## config.mk

```make
export PLATFORM = sky130hd
export DESIGN_NAME = cumm_fifo
export DESIGN_NICKNAME = d
export VERILOG_FILES = /design/src/hdl/cumm_pkg.sv /design/src/hdl/cumm_fifo.sv
export SDC_FILE = /design/constraint.sdc
export NUM_CORES = 1
export LEC_CHECK = 0
export ABC_CLOCK_PERIOD_IN_PS = 4600
export BUFFER_PORTS_ARGS = -buffer_cell sky130_fd_sc_hd__clkbuf_2
export CAP_MARGIN = 20
export CORE_UTILIZATION = 47
export CTS_CLUSTER_SIZE = 8
export DETAILED_ROUTE_END_ITERATION = 6
export PLACE_DENSITY_LB_ADDON = 0.08
export SLEW_MARGIN = 15
export SYNTH_ARGS = -nofsm -noshare
export SYNTH_HDL_FRONTEND = slang
export SYNTH_SLANG_ARGS = --single-unit
```

## constraint.sdc

```tcl
create_clock -name clk -period 4.6 [get_ports clk]
set_clock_uncertainty 0.2 [all_clocks]
set_input_delay 0.92 -clock clk [delete_from_list [all_inputs] [get_ports clk]]
set_output_delay 0.92 -clock clk [all_outputs]
set_load 0.02 [all_outputs]
```

## src/hdl/cumm_pkg.sv

```systemverilog
`timescale 1ns / 1ps
`default_nettype none
// ----------------------------------------------------------------------------
// cumm_pkg
// Shared types and constants for the cluster usage map marker.
// ----------------------------------------------------------------------------
package cumm_pkg;

    // operation codes
    localparam logic OP_MARK  = 1'b0;
    localparam logic OP_QUERY = 1'b1;

    localparam int ADDR_W    = 33;   // partition base, offset, length
    localparam int IMAGE_W   = 34;   // image size register
    localparam int START_W   = 35;   // raw start position
    localparam int STOP_W    = 36;   // raw end position
    localparam int QIDX_W    = 18;   // query cluster port
    localparam int IDX_W     = 20;   // cluster index taken from a position
    localparam int COUNT_W   = 19;

    localparam int CLUSTER_SHIFT = 15;
    localparam int PAYLOAD_SHIFT = 10;   // 0x7C00 = 31 << 10

    localparam logic [START_W-1:0] CLUSTER_BYTES = START_W'(36'h0_0000_8000);
    localparam logic [IMAGE_W-1:0] IMAGE_LIMIT   = 34'h2_0000_0000;

    // divide by 31 via reciprocal: q0 = (x * RECIP_31) >> RECIP_SHIFT, low by at most one
    localparam int              DIVX_W      = ADDR_W - PAYLOAD_SHIFT;   // 23
    localparam int              RECIP_W     = 21;
    localparam int              PROD_W      = DIVX_W + RECIP_W;         // 44
    localparam int              RECIP_SHIFT = 25;
    localparam logic [RECIP_W-1:0] RECIP_31 = 21'd1082401;
    localparam logic [5:0]      DIV_31      = 6'd31;

    // request queue between front and back
    localparam int QDEPTH = 2;
    localparam int QPTR_W = $clog2(QDEPTH);

    typedef struct packed {
        logic               is_query;
        logic [START_W-1:0] start;   // query: cluster index in the cluster field
        logic [STOP_W-1:0]  stop;
    } cumm_req_t;

    typedef struct packed {
        logic full;
        logic empty;
    } cumm_qstat_t;

endpackage
`default_nettype wire

```

## src/hdl/cumm_fifo.sv

```systemverilog
`timescale 1ns / 1ps
`default_nettype none
// ----------------------------------------------------------------------------
// cumm_fifo
// Short request queue decoupling the front classifier from the back walker.
// ----------------------------------------------------------------------------
module cumm_fifo (
    input  wire logic                clk,
    input  wire logic                rst_n,
    input  wire logic                push,
    input  wire cumm_pkg::cumm_req_t wdata,
    input  wire logic                pop,
    output cumm_pkg::cumm_req_t      head,
    output cumm_pkg::cumm_qstat_t    status
);

    localparam int QD = cumm_pkg::QDEPTH;
    localparam int PW = cumm_pkg::QPTR_W;

    cumm_pkg::cumm_req_t slot_reg [QD];
    logic [PW-1:0] wr_ptr_reg, wr_ptr_next;
    logic [PW-1:0] rd_ptr_reg, rd_ptr_next;
    logic [PW:0]   fill_reg, fill_next;

    always_comb
    begin
        wr_ptr_next = wr_ptr_reg;
        rd_ptr_next = rd_ptr_reg;
        fill_next   = fill_reg;
        if (push)
        begin
            wr_ptr_next = (wr_ptr_reg == PW'(QD - 1)) ? '0 : wr_ptr_reg + 1'b1;
        end
        if (pop)
        begin
            rd_ptr_next = (rd_ptr_reg == PW'(QD - 1)) ? '0 : rd_ptr_reg + 1'b1;
        end
        if (push && !pop)
        begin
            fill_next = fill_reg + 1'b1;
        end
        else if (pop && !push)
        begin
            fill_next = fill_reg - 1'b1;
        end
    end

    always_ff @(posedge clk or negedge rst_n)
    begin
        if (!rst_n)
        begin
            wr_ptr_reg <= '0;
            rd_ptr_reg <= '0;
            fill_reg   <= '0;
        end
        else
        begin
            wr_ptr_reg <= wr_ptr_next;
            rd_ptr_reg <= rd_ptr_next;
            fill_reg   <= fill_next;
        end
    end

    always_ff @(posedge clk)
    begin
        if (push)
        begin
            slot_reg[wr_ptr_reg] <= wdata;
        end
    end

    assign head         = slot_reg[rd_ptr_reg];
    assign status.full  = (fill_reg == (PW+1)'(QD));
    assign status.empty = (fill_reg == '0);

    a_no_push_full: assert property (@(posedge clk) disable iff (!rst_n)
        push |-> !status.full)
        else $error("request pushed into a full queue");

    a_no_pop_empty: assert property (@(posedge clk) disable iff (!rst_n)
        pop |-> !status.empty)
        else $error("request popped from an empty queue");

endmodule
`default_nettype wire

```

---- Word level (Yosys, flattened, before mapping) ----
Memory sizes are Yosys's and may differ from the RTL's.
Cells that the tools add are included.
operators by class
  $add $sub $neg .......................... 4
  eq/ne operators ......................... 1
  multiplexer cells ....................... 6
  reduce and logical (&&, ||, !) cells .... 6
operators with widths
  operator                                           count
  2-to-1 mux 1 bit                                   4
  2-to-1 mux 2 bit                                   2
  adder 1 bit (second input constant)                2
  adder 2 x 1 -> 2 bit (second input constant)       1
  == test 2 bit (second input constant)              1
  logical AND 1 bit                                  2
  logical NOT 1 bit                                  2
  logical NOT 2 bit                                  1
  nonzero test 2 bit                                 1
  subtractor 2 x 1 -> 2 bit (second input constant)  1
storage, ports and cells
  bits in registers ....................... 4
  memory bits (writable) .................. 144
  output and inout port bits .............. 74
  memories kept ........................... 1
memory list
  memory    depth  bits a word  read ports  clocked after memory_dff  write ports  line             source
  slot_reg  2      72           1           0                         1            cumm_fifo.sv:20  cumm_pkg::cumm_req_t slot_reg [QD];

---- Logic depth before layout (Yosys ltp) ----
Gate-level depths: netlist (run 1).
  word-level depth ........................ 4
  depth in mapped cells ................... 5
  mapped depth without buffers ............ 5

---- Worst setup path after synthesis (run 1) ----
Ideal clock, no wire load.
  kind .................................... input-to-reg
  from .................................... input push
  to ...................................... memory slot_reg[0][0] (netlist name), enable pin
  library setup time ...................... 0.511 ns
  arrival ................................. 4.076 ns
  data required time ...................... 3.889 ns
  setup slack ............................. -0.187 ns
  stages .................................. 1
  path through ............................ nor2b_1
on the way
  cells in the longest elaborated chain, start to end .. 2
ends and longest elaborated chain
  what                                    line             source
  from (decl)                             cumm_fifo.sv:10  input wire logic push,
  2-to-1 mux 1 bit                        cumm_fifo.sv:66  if (push)
  2-to-1 mux 1 bit (implied by the code)  cumm_fifo.sv:68  slot_reg[wr_ptr_reg] <= wdata;
  to (decl)                               cumm_fifo.sv:20
Every way passes these cells.

==> run metrics, run 1 <==
post-cts sizing count 0; nets 479; Setup crit end head[56]; worst r2r path cells 2; RR Endpoint slot_reg[0][3]; Clk pwr share 0.248; final hold viol count 0; initial core utilization 0.491; Psw about 1.4 mW; P_int between 3 and 4 mW; vias post-DR 2681; cell family contributing the most delay on the critical path flip-flops; CP required 3.48 ns; Pleak ~2.9 nW; Critical Path Fanout Max 38; grt met3 use 0.0756; Worst path max stage delay 0.92 ns; Final HPWL DP between 5000 and 6000 um; max FFs per register around 140; # Post-CTS Setup Buffers 0; Crit path depth 3; Routed WL 9090 um; fin crit period 3.37 ns; CP Launch Type flip-flop; predominant post-synthesis flop cell edfxtp_1; vias per std cell approximately 4.8; Flop pwr share 0.429; Post-synth EDFFs 144; Synth cell types 13; worst reg2reg path startpoint wr_ptr_reg; Fmax 0.297 GHz; Final Non-Filler Cells 556; top post-synthesis cells by area edfxtp_1, mux2_4, buf_12; syn nets 317; DRT Pass-1 Iters 4; most common cell in the netlist edfxtp_1; Hold Slack 0.107 ns; number of H-tree levels 4; RePlAce Congestion 0.684; met2 Usage GRT 0.243; critical path type flip-flop to primary output; root buf cell clkbuf_16; post-synthesis async set-or-reset flop share 0.0270; DP Worst Slack 1.64 ns; Buf/Inv on CP 2; clk slew on worst S/H paths 0.05 ns; GR peak layer met2; P&R area growth vs syn 22.8%; GRT Overall Usage 0.152; Hold Buf Count CTS 0; area leader, netlist edfxtp_1; Commonest cells post-synth edfxtp_1, mux2_4, buf_12; number of global-route vias before repair 2729; total clock sinks 148; DIE AREA 0.0126 sq mm; cells along the critical path buf_12 -> mux2_2 -> clkbuf_2; Final setup violation count 0; met1 Use GR 0.174; # IOs 150; Synth top area share 0.754; crit path DAT 2.25 ns; Seq cells post-synth 148; start point of the critical path rd_ptr_reg; first-pass GRT wire length 13700 um; final slew viol count 0; Power Density between 600 and 700 mW/mm^2; Tcrit/Tclk final 0.732; outcome completed; Worst VDD drop 0.426 mV; core area 0.0117 sq mm; worst min path class input port to asynchronous set/reset pin; flop2flop setup slack 2.67 ns; RSZ-0062 raised after global routing false; GRT Residual Overflow 0; TNS Setup 0 ns; initial antenna violation count 0; critical path's slowest cell dfrtp_4; Worst Tran Pin Value 1.00 ns; Antenna Nets Post-Route 0; floorplan row count 39; CP endpoint kind primary output; max_cap viols 0; mapped cell area 0.00573 sq mm; worst-skew pair later-pin latency 0.41 ns; Post-Synthesis Cells 240; CTS tree done; synth warn 0; Antenna Cells 0; die extent in y 112 um; Final WS setup 1.23 ns; Clock Path Buffers 2; Avg Cell Area, Syn 23.9 sq um; Slew Limit Headroom 0.334; Net Sw Frac 0.309; largest net degree at the start of global routing 73; DRC Markers 0; post-synthesis sequential area ratio 0.772; Post-Place Cells 526; share of layout cells above drive strength 1 0.603; DRT iter0 DRCs 95; combinational share of power 0.323; port buffer count 149; total CTS buffers 17; Routed WL per cell 16.3 um; Die X between 100 and 150 um
## power groups by stage
stage / Clock, mW / Combinational, mW / Sequential (mW)
6_report: 1.13 / 1.48 / 1.96
5_1_grt: 1.21 / 1.56 / 1.99
4_1_cts: 1.16 / 1.50 / 1.97
3_5_place_dp: 0 / 1.50 / 1.99
3_3_place_gp: 0 / 1.50 / 1.98
2_1_floorplan: 0 / 1.29 / 1.89
## layout make-up
type	count	area (sq um)
clock buffer	21	440
clock inverter	9	41.3
fill	866	4620
inverter	1	3.75
multi-input combinational	83	1160
sequential	148	4430
tap	143	179
timing repair buffer	151	786
## layer usage
layer	share of wire	vias up
met2	0.49	98
met5	0	-
li1	-	1273
met4	0.014	0
met3	0.080	11
met1	0.41	1299
## cells by family after synthesis
kind of cell               Yosys count  synth area share
muxes                               72             0.187
buffers and inverters                9            0.0271
DFF                                148             0.772
xor gates and xnor gates             5           0.00764
adders and majority gates            1           0.00218
and+or+nand+nor                      5           0.00458
## how the worst min path moves through the flow
stage,endpoint,cells past startpoint,startpoint
5_1_grt,rd_ptr_reg,1,rst_n
4_1_cts,fill_reg[1],1,rst_n
3_3_place_gp,fill_reg[1],1,fill_reg[1]
3_5_place_dp,fill_reg[1],1,fill_reg[1]
2_1_floorplan,fill_reg[1],1,fill_reg[1]
6_report,rd_ptr_reg,1,rst_n
## metrics by stage
stage / power, mW / area [sq um] / util
after global routing: 4.77 / 7040 / 0.604
after detailed placement: 3.49 / 6560 / 0.562
after floorplan: 3.17 / 5730 / -
after CTS: 4.63 / 7040 / 0.604
after global placement: 3.48 / 6560 / 0.562
final: 4.57 / 7040 / 0.604
## layout by cell type (no fill, tap or decap), drive strengths merged
cell type    n
clkbuf     170
edfxtp     144
mux2        72
clkinv       9
xor2         4
dfrtp        4
nor2         2
buf          2
nor2b        2
inv          1
and2         1
xnor2        1
ha           1
Note: power is estimated with default switching activity, not from simulation.
==> inputs of run 2 (changes only) <==
- ABC_CLOCK_PERIOD_IN_PS: 4600 -> 2900
- clock period: 4.6 -> 2.9 ns (I/O delays scaled with it)
==> run 2 against run 1 <==
  * Clock power up 110%
  * Critical path depth is the same
  * Count of clock-buffer cells in the layout fell by 4
  * Sequential cell count did not move
  * Via count up 3.4%
  * Critical path type unchanged
==> run metrics, run 2 (synthesized netlist as in run 1, its figures left out) <==
total clock sinks 148 (unchanged); die extent in y 112 um (unchanged); final hold viol count 0 (unchanged); initial core utilization 0.491 (unchanged); Worst path max stage delay 0.63 ns (-0.29 ns); final slew viol count 0 (unchanged); RR Endpoint slot_reg[1][41]; Antenna Cells 0 (unchanged); post-cts sizing count 0 (unchanged); vias post-DR 2773 (+3.4%); Final HPWL DP 6160 um (+8.6%); fillers 868 (+0.23%); fin crit period 2.65 ns; port buffer count 149 (unchanged); Buf/Inv on CP 2 (unchanged); # IOs 150 (unchanged); RePlAce Congestion 0.685 (+0.12%); initial antenna violation count 0 (unchanged); clk slew on worst S/H paths 0.06 ns (about the same); vias per std cell 4.92 (+2.0%); cells along the critical path buf_12 -> mux2_4 -> clkbuf_2; Final Util 0.624 (+0.0206); leading cell type in the layout, fill and taps excluded clkbuf_2; Final Non-Filler Cells 564 (+1.4%); cell family contributing the most delay on the critical path flip-flops; Clock Path Buffers 2 (unchanged); TNS Setup 0 ns (unchanged); overall power 7.91 mW (+73%); core area 0.0117 sq mm (unchanged); CTS tree done; most frequent cells in the layout clkbuf_2, edfxtp_1, mux2_4; Fmax 0.377 GHz; worst reg2reg path startpoint wr_ptr_reg; Power Density 1090 mW/mm^2 (+67%); Die X 112 um (unchanged); number of global-route vias before repair 2890 (+5.9%); CP endpoint kind primary output; share of layout cells above drive strength 1 0.625 (+0.0218); total CTS buffers 17 (unchanged); Worst Min Path Start wdata[66]; DRT iter0 DRCs 110 (+16%); worst r2r path cells 2 (unchanged); Worst VDD drop 0.630 mV (+48%); Finished Cell Area 0.00728 sq mm (+3.4%); Hold Path End slot_reg[1][66]; Post-Place Cells 531 (+0.95%); worst min path class input port to flip-flop; DIE AREA 0.0126 sq mm (unchanged); DRT Pass-1 Iters 4 (unchanged); RSZ-0062 raised after global routing false; critical path's slowest cell dfrtp_4; root buf cell clkbuf_16; crit path DAT 1.87 ns (-0.38 ns); first-pass GRT wire length 14500 um (+5.5%); Pleak 3.02 nW (+3.8%); largest net degree at the start of global routing 45 (-38%); GRT Overall Usage 0.159 (+0.00700); FF+latch area 0.00443 sq mm (unchanged); CP required 2.12 ns (-1.36 ns); placed inst area 0.00661 sq mm (+0.76%); max_cap viols 0 (unchanged); outcome completed; max FFs per register 144 (unchanged); Routed WL per cell 16.7 um (+2.0%); area occupied by multi-input gates 0.00116 sq mm (unchanged); Slew Limit Headroom 0.598 (+0.264); Final setup violation count 0 (unchanged); DRC Markers 0 (unchanged); Worst Tran Pin Value 0.603 ns (-0.396 ns); Critical Path Fanout Max 35 (-7.9%); hold depth 1; GRT Residual Overflow 0 (unchanged); critical path type flip-flop to primary output; worst-skew pair later-pin latency 0.40 ns (about the same); floorplan row count 39 (unchanged); number of H-tree levels 4 (unchanged); Antenna Nets Post-Route 0 (unchanged); flop2flop setup slack 1.24 ns (-1.43 ns); CP Launch Type flip-flop; Routed WL 9400 um (+3.4%); nets 485 (+1.3%); Tcrit/Tclk final 0.914; P&R area growth vs syn 27.0%
## run 2: changes by cell type in the layout (fill, tap and decap cells not counted), sizes merged
| cell | delta |
|---|---|
| clkinvlp | +3 |
| clkbuf | -4 |
| dlygate4sd3 | +1 |
| clkinv | -3 |
| bufinv | +6 |
| buf | +5 |
## run 2: through the flow
step	setup slack, ns	hold WS (ns)
after floorplan	0.00241	0.0844
after global placement	0.667	0.200
after detailed placement	0.652	0.199
after CTS	0.190	0.134
after global routing	0.169	0.139
final	0.250	0.155
## run 2: layout make-up
cell class,instances,area share
repair buffers,157,0.116
inverters,1,0.000516
flip-flops and latches,148,0.608
clock inverters,15,0.0325
multi-input cells,83,0.160
clock buffers,17,0.0584
well taps,143,0.0246
## run 2: worst max path at each step
stage | start | to | slack (ns) | cells after the start
after floorplan | push | slot_reg[1][0] | 0.002 | 1
after global placement | rd_ptr_reg | head[20] | 0.67 | 3
after detailed placement | rd_ptr_reg | head[20] | 0.65 | 3
after CTS | rd_ptr_reg | head[51] | 0.19 | 3
after global routing | rd_ptr_reg | head[70] | 0.17 | 3
final | rd_ptr_reg | head[17] | 0.25 | 3
## run 2: power breakdown
part | total, mW | internal (mW) | switching (mW) | leakage [nW]
sequential | 3.02 | 2.85 | 0.176 | 1.40
combinational | 2.49 | 1.14 | 1.35 | 1.30
clock | 2.40 | 1.60 | 0.801 | 0.318
## run 2: layer usage
| metal | GRT usage | share of wire |
|---|---|---|
| met1 | 0.181 | 0.41 |
| met4 | 0.0800 | 0.013 |
| met5 | 0 | 0 |
| met3 | 0.0707 | 0.084 |
| met2 | 0.257 | 0.49 |
## run 2: timing repair
item / 4_1_cts / 5_1_grt
hold buffers: 1 / 0
endpoints found under the hold margin: 4 / 0
buffers inserted: 0 / 0
==> inputs of run 3 (changes only) <==
- CORE_ASPECT_RATIO: not set -> 0.9
==> run 3 against run 2 <==
  * Worst hold slack better by 0.0039 ns
  * Register-to-register slack worse by 0.11 ns
  * Critical path depth unchanged
  * Critical endpoint is now head[68]
  * Critical path type unchanged
  * First-iteration DRC count up 41%
  * Count of clock-buffer cells in the layout up 13
  * Final cell count up 2.3%
  * Largest power group unchanged
==> run metrics, run 3 (synthesized netlist as in run 1, its figures left out) <==
Worst path max stage delay 0.71 ns (+0.08 ns); die extent in y 107 um (-5.0%); Worst Min Path Start wdata[70]; Finished Cell Area 0.00713 sq mm (-2.1%); nets 485 (unchanged); CP endpoint kind primary output; RePlAce Congestion 0.699 (+2.0%); overall power 7.33 mW (-7.3%); initial core utilization 0.491 (about the same); # Post-CTS Setup Buffers 0 (unchanged); fin crit period 2.67 ns (+0.0189 ns); largest net degree at the start of global routing 43 (-4.4%); worst min path class input port to flip-flop; floorplan row count 37 (-5.1%); # IOs 150 (unchanged); Tcrit/Tclk final 0.920 (+0.00650); Antenna Cells 0 (unchanged); cell family contributing the most delay on the critical path flip-flops; most frequent cells in the layout clkbuf_2, edfxtp_1, mux2_4; RSZ-0062 raised after global routing false; GRT Residual Overflow 0 (unchanged); placed inst area 0.00663 sq mm (+0.25%); max_cap viols 0 (unchanged); final hold viol count 0 (unchanged); worst-skew pair later-pin latency 0.40 ns (about the same); Final HPWL DP 6150 um (-0.19%); vias per std cell 4.76 (-3.3%); area occupied by multi-input gates 0.00116 sq mm (unchanged); DRT iter0 DRCs 155 (+41%); flop2flop setup slack 1.13 ns (-0.11 ns); number of global-route vias before repair 2791 (-3.4%); GRT Overall Usage 0.157 (-0.00211); total clock sinks 148 (unchanged); initial antenna violation count 0 (unchanged); CP Launch Type flip-flop; first-pass GRT wire length 14200 um (-1.9%); core area 0.0117 sq mm (about the same); Worst Tran Pin Value 0.571 ns (-0.0327 ns); Post-Place Cells 544 (+2.4%); critical path's slowest cell dfrtp_4; Fmax 0.375 GHz (-0.71%); total CTS buffers 17 (unchanged); hold depth 1 (unchanged); root buf cell clkbuf_16; Critical Path Fanout Max 23 (-34%); worst reg2reg path startpoint wr_ptr_reg; final slew viol count 0 (unchanged); crit path DAT 1.89 ns (+0.02 ns); DRT Pass-1 Iters 4 (unchanged); DRC Markers 0 (unchanged); Final Non-Filler Cells 577 (+2.3%); Slew Limit Headroom 0.620 (+0.0218); vias post-DR 2744 (-1.0%); cells along the critical path buf_4 -> mux2_4 -> clkbuf_2; fillers 902 (+3.9%); clk slew on worst S/H paths 0.05 ns (about the same); post-cts sizing count 0 (unchanged); Final setup violation count 0 (unchanged); Worst VDD drop 0.612 mV (-2.8%); RR Endpoint slot_reg[1][24]; max FFs per register 144 (unchanged); Hold Buf Count CTS 1 (unchanged); Antenna Nets Post-Route 0 (unchanged); CTS tree done; worst r2r path cells 2 (unchanged); Crit path depth 3 (unchanged); Buf/Inv on CP 2 (unchanged); leading cell type in the layout, fill and taps excluded clkbuf_2; number of H-tree levels 4 (unchanged); Clock Path Buffers 2 (unchanged); Pleak 2.94 nW (-2.7%); critical path type flip-flop to primary output; Hold Path End slot_reg[1][70]; Die X 118 um (+5.3%); port buffer count 149 (unchanged); P&R area growth vs syn 24.4%; CP required 2.12 ns (about the same); outcome completed; share of layout cells above drive strength 1 0.596 (-0.0285); Routed WL per cell 16.1 um (-3.5%); Routed WL 9280 um (-1.3%); Power Density 1030 mW/mm^2 (-5.3%); FF+latch area 0.00443 sq mm (unchanged); start point of the critical path rd_ptr_reg; DIE AREA 0.0126 sq mm (about the same); Hold Slack 0.159 ns (+0.00388 ns); TNS Setup 0 ns (unchanged)
run 3: cell count changes in the layout (fill, tap and decap cells not counted), sizes merged:
cell / previous run / this run
clkbuf: 166 / 179
bufinv: 6 / 0
clkinvlp: 3 / 0
clkinv: 6 / 2
run 3: final cells by class:
class,instances,share of cell area
Timing Repair Buffer,157,0.119
Clock buffer,30,0.0679
Multi-Input combinational cell,83,0.163
Clock inverter,2,0.00140
Sequential cell,148,0.621
Tap cell,156,0.0274
Inverter,1,0.000527
run 3: power by group:
group / total, mW / leakage (nW) / switching (mW) / internal (mW)
logic: 2.46 / 1.30 / 1.32 / 1.14
registers: 3.04 / 1.40 / 0.198 / 2.85
clock network: 1.83 / 0.239 / 0.717 / 1.11
run 3: routing by layer:
layer / GRT usage / share of wire / vias up / wire length, um
li1: - / - / 1290 / -
met1: 0.179 / 0.41 / 1344 / 3800
met2: 0.252 / 0.49 / 96 / 4570
met3: 0.0628 / 0.076 / 14 / 707
met4: 0.0940 / 0.021 / 0 / 195
met5: 0 / 0 / - / 0
run 3: worst max path at each step:
stage                     slack, ns             end
after floorplan               0.002  slot_reg[1][0]
after global placement         0.64        head[61]
after detailed placement       0.63        head[61]
after CTS                      0.18        head[61]
after global routing           0.13        head[65]
final                          0.23        head[68]
run 3: through the flow:
stage / utilization / setup slack, ns
2_1_floorplan: - / 0.00241
3_3_place_gp: 0.568 / 0.644
3_5_place_dp: 0.568 / 0.631
4_1_cts: 0.611 / 0.179
5_1_grt: 0.611 / 0.132
6_report: 0.611 / 0.231
